`config.mk`:
```
export PLATFORM = sky130hd
export DESIGN_NAME = config_record_frame_parser
export DESIGN_NICKNAME = d
export VERILOG_FILES = /design/src/hw/rtl/crfp_pkg.sv /design/src/hw/rtl/crfp_fifo.sv /design/src/hw/rtl/crfp_front.sv /design/src/hw/rtl/crfp_back.sv /design/src/hw/rtl/config_record_frame_parser.sv
export SDC_FILE = /design/constraint.sdc
export NUM_CORES = 1
export LEC_CHECK = 0
export BUFFER_PORTS_ARGS = -buffer_cell sky130_fd_sc_hd__buf_2
export CAP_MARGIN = 25
export CORE_MARGIN = 1.5
export CORE_UTILIZATION = 61
export DETAILED_ROUTE_END_ITERATION = 12
export PLACE_DENSITY = 0.81
export SYNTH_ARGS = -nofsm -noshare
export SYNTH_HDL_FRONTEND = slang
export SYNTH_SLANG_ARGS = --single-unit
```
`constraint.sdc`:
```
create_clock -name clk -period 4.55 [get_ports clk]
set_input_delay 0.2275 -clock clk [delete_from_list [all_inputs] [get_ports clk]]
set_output_delay 0.2275 -clock clk [all_outputs]
set_load 0.005 [all_outputs]
```
`src/hw/rtl/crfp_pkg.sv`:
```
// Shared types and constants of the settings frame parser.
package crfp_pkg;

    localparam int POS_W = 9;
    localparam int HEADER_SKIP_DEF = 12;
    localparam int MID_DEPTH_DEF = 4;
    localparam int OUT_DEPTH_DEF = 2;

    localparam logic [7:0] TYPE_SHORT_MAX = 8'h02;
    localparam logic [7:0] TYPE_LAST_KNOWN = 8'h08;
    localparam logic [3:0] TYPE_SINGLE_BYTE = 4'h7;

    localparam logic [2:0] REC_LEFT_SHORT = 3'd2;
    localparam logic [2:0] REC_LEFT_LONG = 3'd4;

    typedef enum logic [1:0] {
        STATUS_OK        = 2'd0,
        STATUS_REJECTED  = 2'd1,
        STATUS_STOPPED   = 2'd2,
        STATUS_TRUNCATED = 2'd3
    } status_t;

    typedef enum logic [2:0] {
        OP_SKIP = 3'd0,
        OP_ACK  = 3'd1,
        OP_LEN  = 3'd2,
        OP_BODY = 3'd3,
        OP_TAIL = 3'd4
    } op_kind_t;

    typedef struct packed {
        op_kind_t   kind;
        logic [7:0] data;
        logic       last;
        logic       hdr_short;
        logic       body_short;
    } op_t;

    typedef struct packed {
        logic        record_valid;
        logic [3:0]  record_type;
        logic [31:0] record_value;
        logic        frame_done;
        status_t     frame_status;
    } res_t;

endpackage

```
`src/hw/rtl/crfp_fifo.sv`:
```
// Small register queue with push/full and pop/empty sides.
module crfp_fifo #(
    parameter type T = logic,
    parameter int DEPTH = 4
) (
    input  logic clk,
    input  logic rst_n,
    input  logic push,
    output logic full,
    input  T     wdata,
    input  logic pop,
    output logic empty,
    output T     rdata
);

    localparam int PTR_W = $clog2(DEPTH);
    localparam int CNT_W = $clog2(DEPTH + 1);

    T mem_reg [DEPTH];
    logic [PTR_W-1:0] wr_ptr_reg, wr_ptr_next;
    logic [PTR_W-1:0] rd_ptr_reg, rd_ptr_next;
    logic [CNT_W-1:0] count_reg, count_next;
    logic do_push;
    logic do_pop;

    assign full = (count_reg == CNT_W'(DEPTH));
    assign empty = (count_reg == '0);
    assign do_push = push && !full;
    assign do_pop = pop && !empty;
    assign rdata = mem_reg[rd_ptr_reg];

    always_comb
    begin
        wr_ptr_next = wr_ptr_reg;
        rd_ptr_next = rd_ptr_reg;
        count_next = count_reg;
        if (do_push)
        begin
            wr_ptr_next = wr_ptr_reg + PTR_W'(1);
        end
        if (do_pop)
        begin
            rd_ptr_next = rd_ptr_reg + PTR_W'(1);
        end
        if (do_push && !do_pop)
        begin
            count_next = count_reg + CNT_W'(1);
        end
        else if (do_pop && !do_push)
        begin
            count_next = count_reg - CNT_W'(1);
        end
    end

    always_ff @(posedge clk or negedge rst_n)
    begin
        if (!rst_n)
        begin
            wr_ptr_reg <= '0;
            rd_ptr_reg <= '0;
            count_reg <= '0;
        end
        else
        begin
            wr_ptr_reg <= wr_ptr_next;
            rd_ptr_reg <= rd_ptr_next;
            count_reg <= count_next;
        end
    end

    always_ff @(posedge clk)
    begin
        if (do_push)
        begin
            mem_reg[wr_ptr_reg] <= wdata;
        end
    end

endmodule

```
`src/hw/rtl/crfp_front.sv`:
```
// Front end: tracks the byte position and payload length and tags each byte.
module crfp_front #(
    parameter int HEADER_SKIP = crfp_pkg::HEADER_SKIP_DEF
) (
    input  logic           clk,
    input  logic           rst_n,
    input  logic           in_valid,
    input  logic [7:0]     in_byte,
    input  logic           in_last,
    input  logic           op_full,
    output logic           op_push,
    output crfp_pkg::op_t  op
);

    localparam int POS_W = crfp_pkg::POS_W;
    localparam logic [POS_W-1:0] ACK_POS = POS_W'(HEADER_SKIP);
    localparam logic [POS_W-1:0] LEN_POS = POS_W'(HEADER_SKIP + 1);
    localparam logic [POS_W-1:0] REC_POS = POS_W'(HEADER_SKIP + 2);
    localparam logic [POS_W-1:0] POS_MAX = {POS_W{1'b1}};

    logic [POS_W-1:0] pos_reg, pos_next;
    logic [7:0] len_reg, len_next;
    logic [7:0] len_eff;
    logic [POS_W-1:0] body_off;
    logic [POS_W:0] done_cnt;
    logic accept;

    assign accept = in_valid && !op_full;
    assign op_push = accept;
    assign body_off = pos_reg - REC_POS;
    assign done_cnt = {1'b0, pos_reg} + (POS_W + 1)'(1) - {1'b0, REC_POS};

    always_comb
    begin
        op.data = in_byte;
        op.last = in_last;
        op.hdr_short = (pos_reg < LEN_POS);
        if (pos_reg == ACK_POS)
        begin
            op.kind = crfp_pkg::OP_ACK;
        end
        else if (pos_reg == LEN_POS)
        begin
            op.kind = crfp_pkg::OP_LEN;
        end
        else if (pos_reg >= REC_POS && body_off < {1'b0, len_reg})
        begin
            op.kind = crfp_pkg::OP_BODY;
        end
        else if (pos_reg >= REC_POS)
        begin
            op.kind = crfp_pkg::OP_TAIL;
        end
        else
        begin
            op.kind = crfp_pkg::OP_SKIP;
        end
        len_eff = (op.kind == crfp_pkg::OP_LEN) ? in_byte : len_reg;
        op.body_short = (done_cnt < {2'b00, len_eff});
    end

    always_comb
    begin
        pos_next = pos_reg;
        len_next = len_reg;
        if (accept)
        begin
            if (op.kind == crfp_pkg::OP_LEN)
            begin
                len_next = in_byte;
            end
            if (pos_reg != POS_MAX)
            begin
                pos_next = pos_reg + POS_W'(1);
            end
            if (in_last)
            begin
                pos_next = '0;
                len_next = '0;
            end
        end
    end

    always_ff @(posedge clk or negedge rst_n)
    begin
        if (!rst_n)
        begin
            pos_reg <= '0;
            len_reg <= '0;
        end
        else
        begin
            pos_reg <= pos_next;
            len_reg <= len_next;
        end
    end

endmodule

```
`src/hw/rtl/crfp_back.sv`:
```
// Back end: assembles records, keeps the frame flags and builds the results.
module crfp_back (
    input  logic           clk,
    input  logic           rst_n,
    input  logic           op_valid,
    input  crfp_pkg::op_t  op,
    output logic           op_pop,
    input  logic           res_full,
    output logic           res_push,
    output crfp_pkg::res_t res
);

    logic rej_reg, rej_next;
    logic stop_reg, stop_next;
    logic [3:0] type_reg, type_next;
    logic [2:0] left_reg, left_next;
    logic [31:0] acc_reg, acc_next;
    logic fire;
    logic done;

    assign fire = op_valid && !res_full;
    assign op_pop = fire;

    always_comb
    begin
        rej_next = rej_reg;
        stop_next = stop_reg;
        type_next = type_reg;
        left_next = left_reg;
        acc_next = acc_reg;
        done = 1'b0;
        if (fire)
        begin
            if (left_reg != '0)
            begin
                if (type_reg == crfp_pkg::TYPE_SINGLE_BYTE)
                begin
                    if (left_reg == crfp_pkg::REC_LEFT_LONG)
                    begin
                        acc_next = {24'd0, op.data};
                    end
                end
                else
                begin
                    acc_next = {acc_reg[23:0], op.data};
                end
                left_next = left_reg - 3'd1;
                done = (left_reg == 3'd1);
            end
            else if (!rej_reg && !stop_reg)
            begin
                case (op.kind)
                    crfp_pkg::OP_ACK:
                    begin
                        if (op.data != 8'd0)
                        begin
                            rej_next = 1'b1;
                        end
                    end
                    crfp_pkg::OP_BODY:
                    begin
                        if (op.data <= crfp_pkg::TYPE_LAST_KNOWN)
                        begin
                            type_next = op.data[3:0];
                            acc_next = '0;
                            left_next = (op.data <= crfp_pkg::TYPE_SHORT_MAX) ?
                                crfp_pkg::REC_LEFT_SHORT : crfp_pkg::REC_LEFT_LONG;
                        end
                        else
                        begin
                            stop_next = 1'b1;
                        end
                    end
                    default:
                    begin
                    end
                endcase
            end
        end

        res.record_valid = done;
        res.record_type = done ? type_reg : 4'd0;
        res.record_value = done ? acc_next : 32'd0;
        res.frame_done = op.last;
        if (!op.last)
        begin
            res.frame_status = crfp_pkg::STATUS_OK;
        end
        else if (rej_next)
        begin
            res.frame_status = crfp_pkg::STATUS_REJECTED;
        end
        else if (op.hdr_short || left_next != '0)
        begin
            res.frame_status = crfp_pkg::STATUS_TRUNCATED;
        end
        else if (stop_next)
        begin
            res.frame_status = crfp_pkg::STATUS_STOPPED;
        end
        else if (op.body_short)
        begin
            res.frame_status = crfp_pkg::STATUS_TRUNCATED;
        end
        else
        begin
            res.frame_status = crfp_pkg::STATUS_OK;
        end
        res_push = fire && (done || op.last);

        if (fire && op.last)
        begin
            rej_next = 1'b0;
            stop_next = 1'b0;
            type_next = '0;
            left_next = '0;
            acc_next = '0;
        end
    end

    always_ff @(posedge clk or negedge rst_n)
    begin
        if (!rst_n)
        begin
            rej_reg <= 1'b0;
            stop_reg <= 1'b0;
            type_reg <= '0;
            left_reg <= '0;
            acc_reg <= '0;
        end
        else
        begin
            rej_reg <= rej_next;
            stop_reg <= stop_next;
            type_reg <= type_next;
            left_reg <= left_next;
            acc_reg <= acc_next;
        end
    end

endmodule

```
`src/hw/rtl/config_record_frame_parser.sv`:
```
// Top level of the settings frame parser: front end, op queue, back end, result queue.
//
//  Channel   Direction  Handshake            Payload
//  frame     in         push / full          frame_byte, frame_last
//  record    out        empty / pop          record_valid, record_type, record_value,
//                                            frame_done, frame_status
//
// The front end tags each byte as it is taken and the back end handles it from the op queue, so one
// request is taken every cycle while the op queue is not full.
// A result is built by the back end once its byte leaves the op queue, and is then registered in the result queue.
// Reset clears both queues and all frame state; no clearing pass is needed.
// A stalled output fills the result queue, then the op queue, then raises full.
module config_record_frame_parser #(
    parameter int HEADER_SKIP = crfp_pkg::HEADER_SKIP_DEF,
    parameter int MID_DEPTH = crfp_pkg::MID_DEPTH_DEF,
    parameter int OUT_DEPTH = crfp_pkg::OUT_DEPTH_DEF
) (
    input  logic        clk,
    input  logic        rst_n,
    input  logic        push,
    output logic        full,
    input  logic [7:0]  frame_byte,
    input  logic        frame_last,
    output logic        empty,
    input  logic        pop,
    output logic        record_valid,
    output logic [3:0]  record_type,
    output logic [31:0] record_value,
    output logic        frame_done,
    output logic [1:0]  frame_status
);

    crfp_pkg::op_t op_in;
    crfp_pkg::op_t op_out;
    crfp_pkg::res_t res_in;
    crfp_pkg::res_t res_out;
    logic op_push;
    logic op_full;
    logic op_empty;
    logic op_pop;
    logic res_push;
    logic res_full;

    crfp_front #(
        .HEADER_SKIP(HEADER_SKIP)
    ) u_front (
        .clk(clk),
        .rst_n(rst_n),
        .in_valid(push),
        .in_byte(frame_byte),
        .in_last(frame_last),
        .op_full(op_full),
        .op_push(op_push),
        .op(op_in)
    );

    assign full = op_full;

    crfp_fifo #(
        .T(crfp_pkg::op_t),
        .DEPTH(MID_DEPTH)
    ) u_op_fifo (
        .clk(clk),
        .rst_n(rst_n),
        .push(op_push),
        .full(op_full),
        .wdata(op_in),
        .pop(op_pop),
        .empty(op_empty),
        .rdata(op_out)
    );

    crfp_back u_back (
        .clk(clk),
        .rst_n(rst_n),
        .op_valid(!op_empty),
        .op(op_out),
        .op_pop(op_pop),
        .res_full(res_full),
        .res_push(res_push),
        .res(res_in)
    );

    crfp_fifo #(
        .T(crfp_pkg::res_t),
        .DEPTH(OUT_DEPTH)
    ) u_res_fifo (
        .clk(clk),
        .rst_n(rst_n),
        .push(res_push),
        .full(res_full),
        .wdata(res_in),
        .pop(pop),
        .empty(empty),
        .rdata(res_out)
    );

    assign record_valid = res_out.record_valid;
    assign record_type = res_out.record_type;
    assign record_value = res_out.record_value;
    assign frame_done = res_out.frame_done;
    assign frame_status = res_out.frame_status;

    a_result_has_content: assert property (@(posedge clk) disable iff (!rst_n)
        !empty |-> (record_valid || frame_done))
        else $error("Result carries neither a record nor a frame end.");

    a_status_only_at_end: assert property (@(posedge clk) disable iff (!rst_n)
        (!empty && !frame_done) |-> (frame_status == crfp_pkg::STATUS_OK))
        else $error("Frame status given on a result that does not end a frame.");

    a_no_record_fields_idle: assert property (@(posedge clk) disable iff (!rst_n)
        (!empty && !record_valid) |-> (record_type == 4'd0 && record_value == 32'd0))
        else $error("Record fields set without a record.");

    a_back_respects_full: assert property (@(posedge clk) disable iff (!rst_n)
        res_push |-> !res_full)
        else $error("Back end pushed into a full result queue.");

endmodule
```
==> impl.org, run 1 <==
** Die
- The floorplan has 44 rows.
- For this design the top-level I/O count stands at 55.
- For this configuration, the core starts out at a cell density of 62.82%.
- The die covers 15770 um^2.
- Measured along the x axis, the die boundary spans 125.6 um.
- Measured along the y axis, the die boundary spans 125.6 um.
- In this run the standard cell core region covers 14590 um^2.

** Clock network
- Buffers inserted during clock tree synthesis total 21.
- TritonCTS built the clock tree.
- The clock reaches the later pin of the worst-skew pair after 0.50 ns.
- H-tree Lvls :: 1
- Clock tree synthesis found a total of 205 sinks.
- Maximum clock insertion buffer count :: 3
- Clock tree synthesis selected as its root buffer the cell sky130_fd_sc_hd__clkbuf_16.
- Register clock-pin slew on the reported worst setup and hold paths :: 0.06 ns
- Post-CTS repair timing setup buffer count :: 0

** Flow run
- Across the run, the number of max-cap violations was 0.

** Power and ir drop
- Total power per unit cell area :: 705.6 nW/um^2
- Cell leakage power :: 4.151 nW
- IR analysis of the VDD net gives a maximum drop of 425.0 uV.
- After layout, the design draws a total of 7.346 mW.

** Drt
- In the routed design, unresolved DRC markers number 0.
- Vias per inst :: 6.085
- For this block, the via count after detailed routing is 5489.
- The first TritonRoute pass finished after 5 iterations.
- The count of nets left with antenna violations once routing finished came out at 0.
- For this block, the routed nets add up to 17620 um of wire.
- The first routing iteration left 391 violations.
- Routed wirelength normalized by instance count :: 19.53 um

** Synth
- Cell count after synthesis :: 637
- The netlist uses 59 different library cells.
- Yosys mapped a number of flops with a built-in enable equal to 136.
- Summing the sequential cell areas from Yosys gives 63.40% of the chip area.
- Total of flip-flops plus latches after synthesis :: 205
- Synthesis produced a netlist with a net count of 682.
- The most used flip-flop cell after synthesis is sky130_fd_sc_hd__edfxtp_1.
- For this run, the number of Yosys warnings is 0.
- Netlist area before placement :: 9165 um^2
- After synthesis, the mean cell area works out to 14.39 um^2.
- Async SR Flop Fraction :: 33.66%

** STA
- Final number of setup-violating endpoints :: 0
- The final hold violation count came to 0.
- For the finished layout, the period the worst path requires is 3.508 ns.
- Hold WS :: 0.01828 ns
- RSZ-0062 raised after global routing :: no
- Setup ws final :: 1.042 ns
- The final count of pins violating max slew came to 0.
- Final clock period utilization by the worst path :: 77.11%
- Max Clk Rate :: 0.2850 GHz
- Post-Route Skew :: 0.01520 ns
- Worst max-slew margin expressed relative to the limit :: 33.76%
- Transition at the pin with the smallest max-transition slack :: 0.9937 ns
- Adding up every negative setup slack in the final design gives 0 ns.

** Finish
- Across the whole layout, storage elements account for 5811 um^2.
- The register with the most flip-flops in the layout has 80 of them.
- Relative area change from synthesis to final layout :: 13.60%
- Number of fill cells :: 953
- Finished Cell Area :: 10410 um^2
- The number of antenna diodes in the final layout is 0.
- Share of cells above drive strength 1 :: 22.42%
- Multi-input logic area :: 3138 um^2
- In the final design database the tool counted 748 nets.

** Critical path
- Sort of element at the end of the critical path :: register
- Max FO, Critical Path :: 41
- The endpoint identified for the worst register-to-register timing path is u_res_fifo.mem_reg[1][16].
- FF-to-FF setup slack :: 1.04 ns
- At the worst endpoint, the required time is 4.67 ns.
- Reg2reg path depth :: 7
- WP data arrival :: 3.63 ns
- The worst setup path is of the reg -> reg kind.
- Reg-to-reg startpoint :: u_res_fifo.count_reg[1]
- CP startpoint kind :: register

** Placed design
- The wire-length estimate of the detail-placed layout is 11740 um.
- Prior to clock tree synthesis, the placed netlist has a worst setup slack of 1.028 ns.
- The count of buffers added on input and output ports is 54.
- Routability-driven placement finished with a final weighted congestion of 0.8520.
- Once placement finished, the instance area stood at 9614 um^2.

** Worst hold path
- The worst hold path belongs to the class in -> reg.
- In this run the most critical hold path is launched from frame_byte[3].
- Along the worst hold path, the cell count comes to 1.
- Hold Path End :: u_op_fifo.mem_reg[2][6]

** Global route
- Global-route wire length before repair :: 28840 um
- The number of antenna violations at the first check in global routing came to 0.
- Gr ovfl total :: 0
- The number of global-route vias before repair was 5764.
- Pin count of the biggest net entering global routing :: 51
- Gr usage total :: 22.99%

** Outcome
- The run finished with clean final reports.
## cell type report
cell class / instances / share of cell area, %
repair buffers: 70 / 3.918
flip-flops and latches: 205 / 55.81
clock buffers: 28 / 5.492
multi-input cells: 379 / 30.14
well taps: 184 / 2.211
inverters: 26 / 0.9374
clock inverters: 10 / 1.490
## cells in the final DEF, fill, tap and decap left out, types with 5 or more instances in the layout
cell / count
sky130_fd_sc_hd__xnor2_1: 15
sky130_fd_sc_hd__inv_1: 24
sky130_fd_sc_hd__clkbuf_16: 21
sky130_fd_sc_hd__a21oi_1: 15
sky130_fd_sc_hd__a21o_1: 5
sky130_fd_sc_hd__mux2i_1: 16
sky130_fd_sc_hd__mux2_2: 43
sky130_fd_sc_hd__xor2_1: 13
sky130_fd_sc_hd__clkbuf_1: 5
sky130_fd_sc_hd__a31oi_1: 6
sky130_fd_sc_hd__buf_2: 54
sky130_fd_sc_hd__mux4_2: 11
sky130_fd_sc_hd__o22ai_1: 5
sky130_fd_sc_hd__ha_1: 31
sky130_fd_sc_hd__nor2_1: 47
sky130_fd_sc_hd__a22o_1: 56
sky130_fd_sc_hd__and3_1: 6
sky130_fd_sc_hd__and2_1: 6
sky130_fd_sc_hd__edfxtp_1: 136
sky130_fd_sc_hd__buf_4: 9
sky130_fd_sc_hd__nor3_1: 10
sky130_fd_sc_hd__nand3_1: 7
sky130_fd_sc_hd__dlygate4sd3_1: 7
sky130_fd_sc_hd__nand2_1: 21
sky130_fd_sc_hd__nand2b_1: 5
sky130_fd_sc_hd__dfrtp_1: 69
sky130_fd_sc_hd__o21ai_0: 15
## synth_stat cells, types with 11 or more instances
cell type	instances	share of area (%)
sky130_fd_sc_hd__edfxtp_1	136	45
sky130_fd_sc_hd__dfrtp_1	69	19
sky130_fd_sc_hd__a22o_1	56	5.4
sky130_fd_sc_hd__nor2_1	47	1.9
sky130_fd_sc_hd__mux2_2	43	5.3
sky130_fd_sc_hd__ha_1	31	4.2
sky130_fd_sc_hd__inv_1	24	0.98
sky130_fd_sc_hd__nand2_1	21	0.86
sky130_fd_sc_hd__a21oi_1	16	0.87
sky130_fd_sc_hd__mux2i_1	16	1.7
sky130_fd_sc_hd__clkbuf_1	15	0.61
sky130_fd_sc_hd__o21ai_0	15	0.82
sky130_fd_sc_hd__xnor2_1	15	1.4
sky130_fd_sc_hd__xor2_1	13	1.2
sky130_fd_sc_hd__mux4_2	11	2.7
## timing repair
item                      4_1_cts  5_1_grt
hold buffers                    7        0
hold endpoints to repair       39        0
resized for setup               0        0
## where the power goes
group / leakage, nW / internal, mW / total, mW / switching (mW)
sequential: 2.19 / 2.72 / 3.09 / 0.366
combinational: 1.61 / 1.06 / 2.46 / 1.40
clock: 0.354 / 1.11 / 1.79 / 0.681
total: 4.15 / 4.90 / 7.35 / 2.45
## per-stage QoR
step / utilization [%] / instances
after floorplan: - / 637
after global placement: 65.90 / 857
after detailed placement: 65.90 / 857
after CTS: 71.36 / 902
after global routing: 71.36 / 902
final: 71.36 / 902
## worst max path at each step
stage | from | endpoint | slack, ns | cells after the start
4_1_cts | u_res_fifo.count_reg[1] | u_res_fifo.mem_reg[1][16] | 1.00 | 7
5_1_grt | u_res_fifo.count_reg[1] | u_res_fifo.mem_reg[1][13] | 0.76 | 7
2_1_floorplan | u_res_fifo.count_reg[1] | u_res_fifo.mem_reg[0][0] | 0.70 | 7
3_3_place_gp | u_op_fifo.count_reg[0] | u_res_fifo.mem_reg[1][3] | 1.16 | 6
3_5_place_dp | u_res_fifo.count_reg[1] | u_res_fifo.mem_reg[1][3] | 1.03 | 7
6_report | u_res_fifo.count_reg[1] | u_res_fifo.mem_reg[1][16] | 1.04 | 7
## metal layers
layer | GRT usage, % | part of all wire, % | up-vias
li1 | - | - | 2543
met1 | 27.21 | 39 | 2747
met2 | 41.98 | 53 | 161
met3 | 3.808 | 4.5 | 38
met4 | 8.824 | 3.0 | 0
met5 | 0 | 0 | -
## logic make-up (layout without fill, tap and decap cells)
kind of cell | count (synthesis) | count (layout) | synth area share (%)
XOR/XNOR | 28 | 28 | 2.676
AO/OA/AOI/OAI | 123 | 123 | 10.01
flip-flops | 205 | 205 | 63.40
buffers and inverters | 53 | 134 | 2.498
multiplexers | 71 | 71 | 9.857
AND/OR/NAND/NOR | 125 | 125 | 7.113
adder cells (fa/ha/maj) | 32 | 32 | 4.450
## critical path: stages, from the launching register on
cell                      delay (ns)
sky130_fd_sc_hd__dfrtp_1        0.39
sky130_fd_sc_hd__inv_1          0.09
sky130_fd_sc_hd__o32a_1         0.39
sky130_fd_sc_hd__inv_2          0.17
sky130_fd_sc_hd__nor3_1         0.47
sky130_fd_sc_hd__nand2_1        0.51
sky130_fd_sc_hd__nand2_1        0.26
sky130_fd_sc_hd__and2_2         0.82
Note: power is estimated with default switching activity, not from simulation.
==> run 2, diff against run 1 <==
==> constraint.sdc (replaced) <==
create_clock -name clk -period 3.23 [get_ports clk]
set_input_delay 0.1615 -clock clk [delete_from_list [all_inputs] [get_ports clk]]
set_output_delay 0.1615 -clock clk [all_outputs]
set_load 0.005 [all_outputs]
==> run 2 against run 1 <==
Net effect:
- first-iteration DRC count fell by 2.3%
- clock skew rose by 0.0050 ns
- largest power group unchanged
- critical endpoint is now u_op_fifo.mem_reg[3][0]
- largest cell class unchanged
- count of clock-buffer cells in the layout fell by 2
- non-clock buffer count rose by 21
==> impl.org, run 2 (synthesized netlist as in run 1, its figures left out) <==
** Die
- The overall die area was 15770 um^2 (unchanged).
- Count of pins on the block boundary :: 55 (unchanged)
- Initial Util :: 62.82% (unchanged)
- The row count is 44 (unchanged).
- Die width :: 125.6 um (unchanged)
- Die outline height :: 125.6 um (unchanged)
- The core region area was 14590 um^2 (unchanged).

** Global route
- Initial antenna violation count :: 0 (unchanged)
- The global-route wire length before repair is 30570 um (was 28840 um).
- The overall routing resource usage is 24.32% (was 22.99%).
- Gr ovfl total :: 0 (unchanged)
- Pin count of the biggest net entering global routing :: 48 (was 51)
- Via count of the first global-routing pass :: 5965 (was 5764)

** Drt
- The number of routed nets with antenna violations was 0 (unchanged).
- The aggregate routed wire length is 18590 um (was 17620 um).
- The ratio of routed vias to standard cells is 6.099 (was 6.085).
- Detailed Route Iter0 Violations :: 382 (was 391)
- Routed wirelength normalized by instance count :: 20.14 um (was 19.53 um)
- Total via count in the routed design :: 5629 (was 5489)
- The number of search-and-repair iterations in the first detailed-routing pass is 5 (unchanged).
- DRC Markers :: 0 (unchanged)

** Clock network
- Clock Tree Root :: sky130_fd_sc_hd__clkbuf_16 (unchanged)
- The number of buffers created by CTS came to 21 (unchanged).
- The clock-pin slew on the worst setup and hold paths is 0.06 ns (about the same).
- The post-CTS setup buffer count is 0 (unchanged).
- The CTS tree is built (unchanged).
- The maximum clock insertion buffer count is 3 (unchanged).
- Clock sinks :: 205 (unchanged)
- The H-tree depth is 1 (unchanged).
- The insertion delay of the later-clocked pin in the worst-skew pair came to 0.50 ns (about the same).

** STA
- The final sum of negative setup slack was 0 ns (unchanged).
- Final clock period utilization by the worst path :: 95.56% (was 77.11%)
- Final Hold Violating Endpoints :: 0 (unchanged)
- Hold WS :: 0.09968 ns (was 0.01828 ns)
- The number of failing setup endpoints in the final timing report is 0 (unchanged).
- Shortest period the worst path allows :: 3.087 ns (was 3.508 ns)
- The timing-limited maximum frequency was 0.3240 GHz (was 0.2850 GHz).
- Worst max-slew margin expressed relative to the limit :: 49.44% (was 33.76%)
- The actual transition at the worst max-transition pin came to 0.7584 ns (was 0.9937 ns).
- Post-Route Skew :: 0.02020 ns (was 0.01520 ns)
- Pins over their slew limit :: 0 (unchanged)

** Finish
- Finished Cell Area :: 10540 um^2 (was 10410 um^2)
- The sequential standard cell area came to 5811 um^2 (unchanged).
- Highest-count cells in the layout ignoring fill and taps :: sky130_fd_sc_hd__edfxtp_1, sky130_fd_sc_hd__dfrtp_1, sky130_fd_sc_hd__a22o_1 (unchanged)
- The area taken by multi-input logic gates was 3146 um^2 (was 3138 um^2).
- The number of fillers in the final layout is 936 (was 953).
- Share of cells above drive strength 1 :: 23.82% (was 22.42%)
- Layout net count :: 769 (was 748)
- The number of flip-flops in the largest register is 80 (unchanged).
- The leading cell type in the layout, fill and taps excluded is sky130_fd_sc_hd__edfxtp_1 (unchanged).
- Relative area change from synthesis to final layout :: 15.02% (was 13.60%)
- The total inserted antenna cells was 0 (unchanged).

** Power and ir drop
- The ratio of total power to cell area came to 981.0 nW/um^2 (was 705.6 nW/um^2).
- VDD IR max :: 579.6 uV (was 425.0 uV)
- The total leakage power is 4.225 nW (was 4.151 nW).

** Critical path
- Startpoint-to-endpoint class of the critical path :: reg -> reg (unchanged)
- The element type at the critical path start is a register (unchanged).
- WP data arrival :: 3.38 ns (was 3.63 ns)
- The maximum fanout along the worst path is 7 (was 41).
- Required @ worst endpoint :: 3.52 ns (was 4.67 ns)
- The sort of element at the end of the critical path is a register (unchanged).

** Flow run
- Number of maximum-capacitance constraint violations :: 0 (unchanged)

** Placed design
- Post-placement cell area :: 9779 um^2 (was 9614 um^2)
- The last weighted congestion value of the routability-driven placer is 0.8463 (was 0.8520).
- Count of input and output buffers :: 54 (unchanged)
- The HPWL reported at the end of detailed placement was 12650 um (was 11740 um).

** Outcome
- Status :: completed (unchanged)

** Worst hold path
- The path class of the lowest-slack min-delay path was in -> reg (unchanged).
## run 2: worst paths after layout
check,endpoint,cells past startpoint,slack (ns),start
max in group asynchronous,u_back.acc_reg[31],3,2.02,rst_n
max,u_op_fifo.mem_reg[3][0],11,0.14,u_front.pos_reg[6]
min in group asynchronous,u_res_fifo.rd_ptr_reg,2,0.19,rst_n
min,u_front.len_reg[3],2,0.1,frame_last
max reg2reg,u_op_fifo.mem_reg[3][0],11,0.14,u_front.pos_reg[6]
min reg2reg,u_res_fifo.rd_ptr_reg,1,0.49,u_res_fifo.rd_ptr_reg
## run 2: routing by layer
layer	up-vias	wire length [um]	GRT usage, %
met1	2798	7444	30.18
met4	0	660	8.824
li1	2589	-	-
met3	53	856	3.680
met5	-	0	0
met2	189	9627	43.41
## run 2: through the flow
step	total power, mW	setup WS, ns	util [%]	instances
finish	10.34	0.1434	72.26	923
global route	10.93	-0.006500	72.26	923
CTS	10.38	0.1020	72.07	922
detailed placement	8.099	0.2129	67.03	874
global placement	7.876	0.3474	67.03	874
floorplan	6.750	0.1560	-	637
## run 2: area by class of cell
| class | count | share of cell area, % |
|---|---|---|
| clock inverters | 12 | 0.8546 |
| flip-flops and latches | 205 | 55.12 |
| repair buffers | 91 | 5.911 |
| multi-input cells | 379 | 29.84 |
| inverters | 26 | 0.9258 |
| well taps | 184 | 2.184 |
| clock buffers | 26 | 5.163 |
## run 2: critical path: stages, from the launching register on
cell                       delay [ns]
sky130_fd_sc_hd__dfrtp_1         0.47
sky130_fd_sc_hd__or4_4           0.59
sky130_fd_sc_hd__nor3_4          0.20
sky130_fd_sc_hd__nand3b_1        0.23
sky130_fd_sc_hd__mux2i_1         0.18
sky130_fd_sc_hd__ha_1            0.32
sky130_fd_sc_hd__a21o_1          0.17
sky130_fd_sc_hd__a21oi_1         0.14
sky130_fd_sc_hd__nor2b_1         0.07
sky130_fd_sc_hd__o21ai_0         0.20
sky130_fd_sc_hd__nand3_1         0.10
sky130_fd_sc_hd__nor2_1          0.23
## run 2: timing repair
item	CTS	global route
setup endpoints to repair	0	4
hold buffers	10	0
hold endpoints to repair	56	0
resized for setup	0	2
## run 2: where the power goes
part	total, mW	leakage [nW]	switching [mW]	internal [mW]
sequential	4.29	2.19	0.462	3.83
combinational	3.80	1.73	2.11	1.69
clock	2.25	0.311	0.964	1.28
==> run 3, diff against run 2 <==
--- a/config.mk
+++ b/config.mk
@@ -11,6 +11,7 @@
 export CORE_UTILIZATION = 61
 export DETAILED_ROUTE_END_ITERATION = 12
 export PLACE_DENSITY = 0.81
+export REMOVE_ABC_BUFFERS = 1
 export SYNTH_ARGS = -nofsm -noshare
 export SYNTH_HDL_FRONTEND = slang
 export SYNTH_SLANG_ARGS = --single-unit
==> run 3 against run 2 <==
Net effect:
- clock power rose by 4%
- final cell count down 0.98%
- via count fell by 0.12%
- flip-flop and latch count stayed put
- first-iteration DRC count fell by 5.2%
- combinational power decreased by 3%
- die area unchanged
- hold slack got worse by 0.070 ns
- largest power group unchanged
- highest routed layer unchanged
==> impl.org, run 3 (synthesized netlist as in run 1, its figures left out) <==
** Global route
- The met1 track demand over resource in global routing came to 29.68% (was 30.18%).
- The met3 layer usage reported by global route was 3.209% (was 3.680%).
- The overall routing resource usage came to 23.58% (was 24.32%).
- Via count of the first global-routing pass :: 5821 (was 5965)
- Fraction of met2 tracks used by global routing :: 40.82% (was 43.41%)
- Initial antenna violation count :: 0 (unchanged)
- The largest net degree at the start of global routing was 42 (was 48).
- Global-route wire length before repair :: 29740 um (was 30570 um)
- The total global routing overflow is 0 (unchanged).
- The layer carrying the most global-route usage was met2 (unchanged).

** Drt
- The number of search-and-repair iterations in the first detailed-routing pass was 5 (unchanged).
- The total number of vias was 5622 (was 5629).
- Vias per inst :: 6.151 (was 6.099)
- Routed wirelength normalized by instance count :: 19.97 um (was 20.14 um)
- The iteration-0 DRC count of the detailed router came to 362 (was 382).
- DRC Markers :: 0 (unchanged)
- The aggregate routed wire length is 18250 um (was 18590 um).
- The number of routed nets with antenna violations was 0 (unchanged).

** Placed design
- The number of placed instances with taps included is 867 (was 874).
- Post-placement worst setup slack :: 0.1413 ns (was 0.2129 ns)
- RePlAce Congestion :: 0.8938 (was 0.8463)
- The HPWL reported at the end of detailed placement was 11720 um (was 12650 um).
- Count of input and output buffers :: 54 (unchanged)

** Critical path
- Reg-to-reg startpoint :: u_front.pos_reg[6] (unchanged)
- The kind of cell with the highest combined delay on the critical path is simple AND/OR/NAND/NOR gates (unchanged).
- Critical Path Slowest Stage Cell :: sky130_fd_sc_hd__or4_4 (unchanged)
- FF-to-FF setup slack :: 0.20 ns (was 0.14 ns)
- The data required time at the worst endpoint is 3.54 ns (was 3.52 ns).
- The total buffers and inverters traversed by the critical path came to 0 (unchanged).
- Endpoint of the most critical register-to-register path :: u_op_fifo.mem_reg[1][0] (was u_op_fifo.mem_reg[3][0])
- Cell breakdown of the critical path :: or4_4 -> nor3_2 -> nand3b_1 -> mux2i_1 -> ha_1 -> a21o_1 -> a21oi_1 -> nor2b_1 -> o21ai_0 -> nand3_1 -> nor2_2 (was or4_4 -> nor3_4 -> nand3b_1 -> mux2i_1 -> ha_1 -> a21o_1 -> a21oi_1 -> nor2b_1 -> o21ai_0 -> nand3_1 -> nor2_1)
- Max FO, Critical Path :: 7 (unchanged)
- The arrival time at the worst endpoint came to 3.34 ns (was 3.38 ns).
- Reg2reg path depth :: 11 (unchanged)
- The element type at the critical path start was a register (unchanged).
- The sort of element at the end of the critical path is a register (unchanged).
- The largest incremental delay on the critical path was 0.58 ns (was 0.59 ns).
- Startpoint-to-endpoint class of the critical path :: reg -> reg (unchanged)

** Clock network
- The CTS tree is built (unchanged).
- Worst-Skew Late Latency :: 0.50 ns (about the same)
- The H-tree depth was 1 (unchanged).
- Register clock-pin slew on the reported worst setup and hold paths :: 0.06 ns (about the same)
- Num CTS Buffers :: 21 (unchanged)
- The maximum clock insertion buffer count is 3 (unchanged).
- The cell chosen for the clock root is sky130_fd_sc_hd__clkbuf_16 (unchanged).
- The post-CTS setup buffer count is 0 (unchanged).
- Clock sinks :: 205 (unchanged)

** Finish
- Number of flip-flops in the largest register :: 80 (unchanged)
- Highest-count cells in the layout ignoring fill and taps: sky130_fd_sc_hd__edfxtp_1, sky130_fd_sc_hd__dfrtp_1, sky130_fd_sc_hd__a22o_1 (unchanged).
- Share of cells above drive strength 1 :: 23.70% (was 23.82%)
- Core utilization of the finished layout :: 71.90% (was 72.26%)
- The number of non-filler instances in the completed layout is 914 (was 923).
- The area growth from synthesis to final layout came to 14.46% (was 15.02%).
- The number of nets in the layout was 760 (was 769).
- The total inserted antenna cells came to 0 (unchanged).
- The leading cell type in the layout, fill and taps excluded is sky130_fd_sc_hd__edfxtp_1 (unchanged).

** STA
- Final Hold Violating Endpoints :: 0 (unchanged)
- The largest clock skew in the final design was 0.01238 ns (was 0.02020 ns).
- Transition at the pin with the smallest max-transition slack :: 0.9219 ns (was 0.7584 ns)
- The relative slew slack is 38.54% (was 49.44%).
- The final count of pins violating max slew was 0 (unchanged).
- The clock period minus final worst setup slack was 3.026 ns (was 3.087 ns).
- RSZ-0062 raised after global routing :: no
- Final number of setup-violating endpoints :: 0 (unchanged)
- Final clock period utilization by the worst path :: 93.68% (was 95.56%)
- The smallest setup slack after layout is 0.2042 ns (was 0.1434 ns).
- Max Clk Rate :: 0.3305 GHz (was 0.3240 GHz)

** Die
- The core region area came to 14590 um^2 (unchanged).
- Count of pins on the block boundary :: 55 (unchanged)
- DIE AREA :: 15770 um^2 (unchanged)
- Initial Util :: 62.82% (unchanged)
- The die height is 125.6 um (unchanged).
- Core Rows :: 44 (unchanged)
- The horizontal extent of the die came to 125.6 um (unchanged).

** Worst hold path
- Hold Path End :: u_res_fifo.rd_ptr_reg (was u_front.len_reg[3])
- Hold Path Stages :: 3 (was 2)
- The start point of the worst hold path is pop (was frame_last).
- Path class of the lowest-slack min-delay path :: in -> reg (unchanged)

** Power and ir drop
- The worst IR drop on VDD came to 498.7 uV (was 579.6 uV).
- The total leakage power came to 4.196 nW (was 4.225 nW).
- Total power per unit cell area :: 985.7 nW/um^2 (was 981.0 nW/um^2)

** Outcome
- Status: completed (unchanged).

** Flow run
- The max capacitance violation total is 0 (unchanged).
-- run 3: how the worst max path moves through the flow --
stage                             from                       end  slack, ns  cells past startpoint
2_1_floorplan  u_res_fifo.count_reg[1]  u_res_fifo.mem_reg[0][0]      -0.69                      6
3_3_place_gp   u_op_fifo.rd_ptr_reg[0]  u_res_fifo.mem_reg[0][0]       0.29                      7
3_5_place_dp        u_front.pos_reg[6]   u_op_fifo.mem_reg[1][0]       0.14                     10
4_1_cts             u_front.pos_reg[6]   u_op_fifo.mem_reg[1][0]       0.12                     10
5_1_grt             u_front.pos_reg[6]   u_op_fifo.mem_reg[1][0]       0.04                     11
6_report            u_front.pos_reg[6]   u_op_fifo.mem_reg[1][0]       0.20                     11
-- run 3: tightest hold or removal path, stage by stage --
cell and delay, ns:
sky130_fd_sc_hd__buf_2 0.09, sky130_fd_sc_hd__o21ai_0 0.14, sky130_fd_sc_hd__xnor2_1 0.08
-- run 3: stage by stage --
step	total power [mW]	hold WS [ns]	area, um^2	setup TNS [ns]
after global routing	10.91	0.05564	10490	0
after floorplan	6.625	-0.1341	9034	-27.66
after global placement	7.777	0.3356	9727	0
after detailed placement	7.987	0.3447	9727	0
after CTS	10.40	0.01147	10490	0
final	10.34	0.02974	10490	0
-- run 3: cell type report --
class | instances | area [um^2]
Sequential cell | 205 | 5812
Timing Repair Buffer | 82 | 540.5
Clock buffer | 27 | 558.0
Fill cell | 911 | 4099
Clock inverter | 11 | 110.1
Multi-Input combinational cell | 379 | 3142
Inverter | 26 | 97.59
Tap cell | 184 | 230.2
-- run 3: what timing repair did --
action	CTS	global route
hold endpoints to repair	73	0
endpoints found under the setup margin	0	26
hold buffers	9	0
gates resized for setup	0	3
-- run 3: layer usage --
metal / wire, um / part of all wire (%)
met1: 7398 / 41
met2: 9230 / 51
met3: 822 / 4.5
met4: 799 / 4.4
met5: 0 / 0
-- run 3: power by group --
group / switching [mW] / internal, mW
Sequential: 0.468 / 3.83
Clock: 0.962 / 1.38
Combinational: 2.08 / 1.61
Total: 3.51 / 6.83
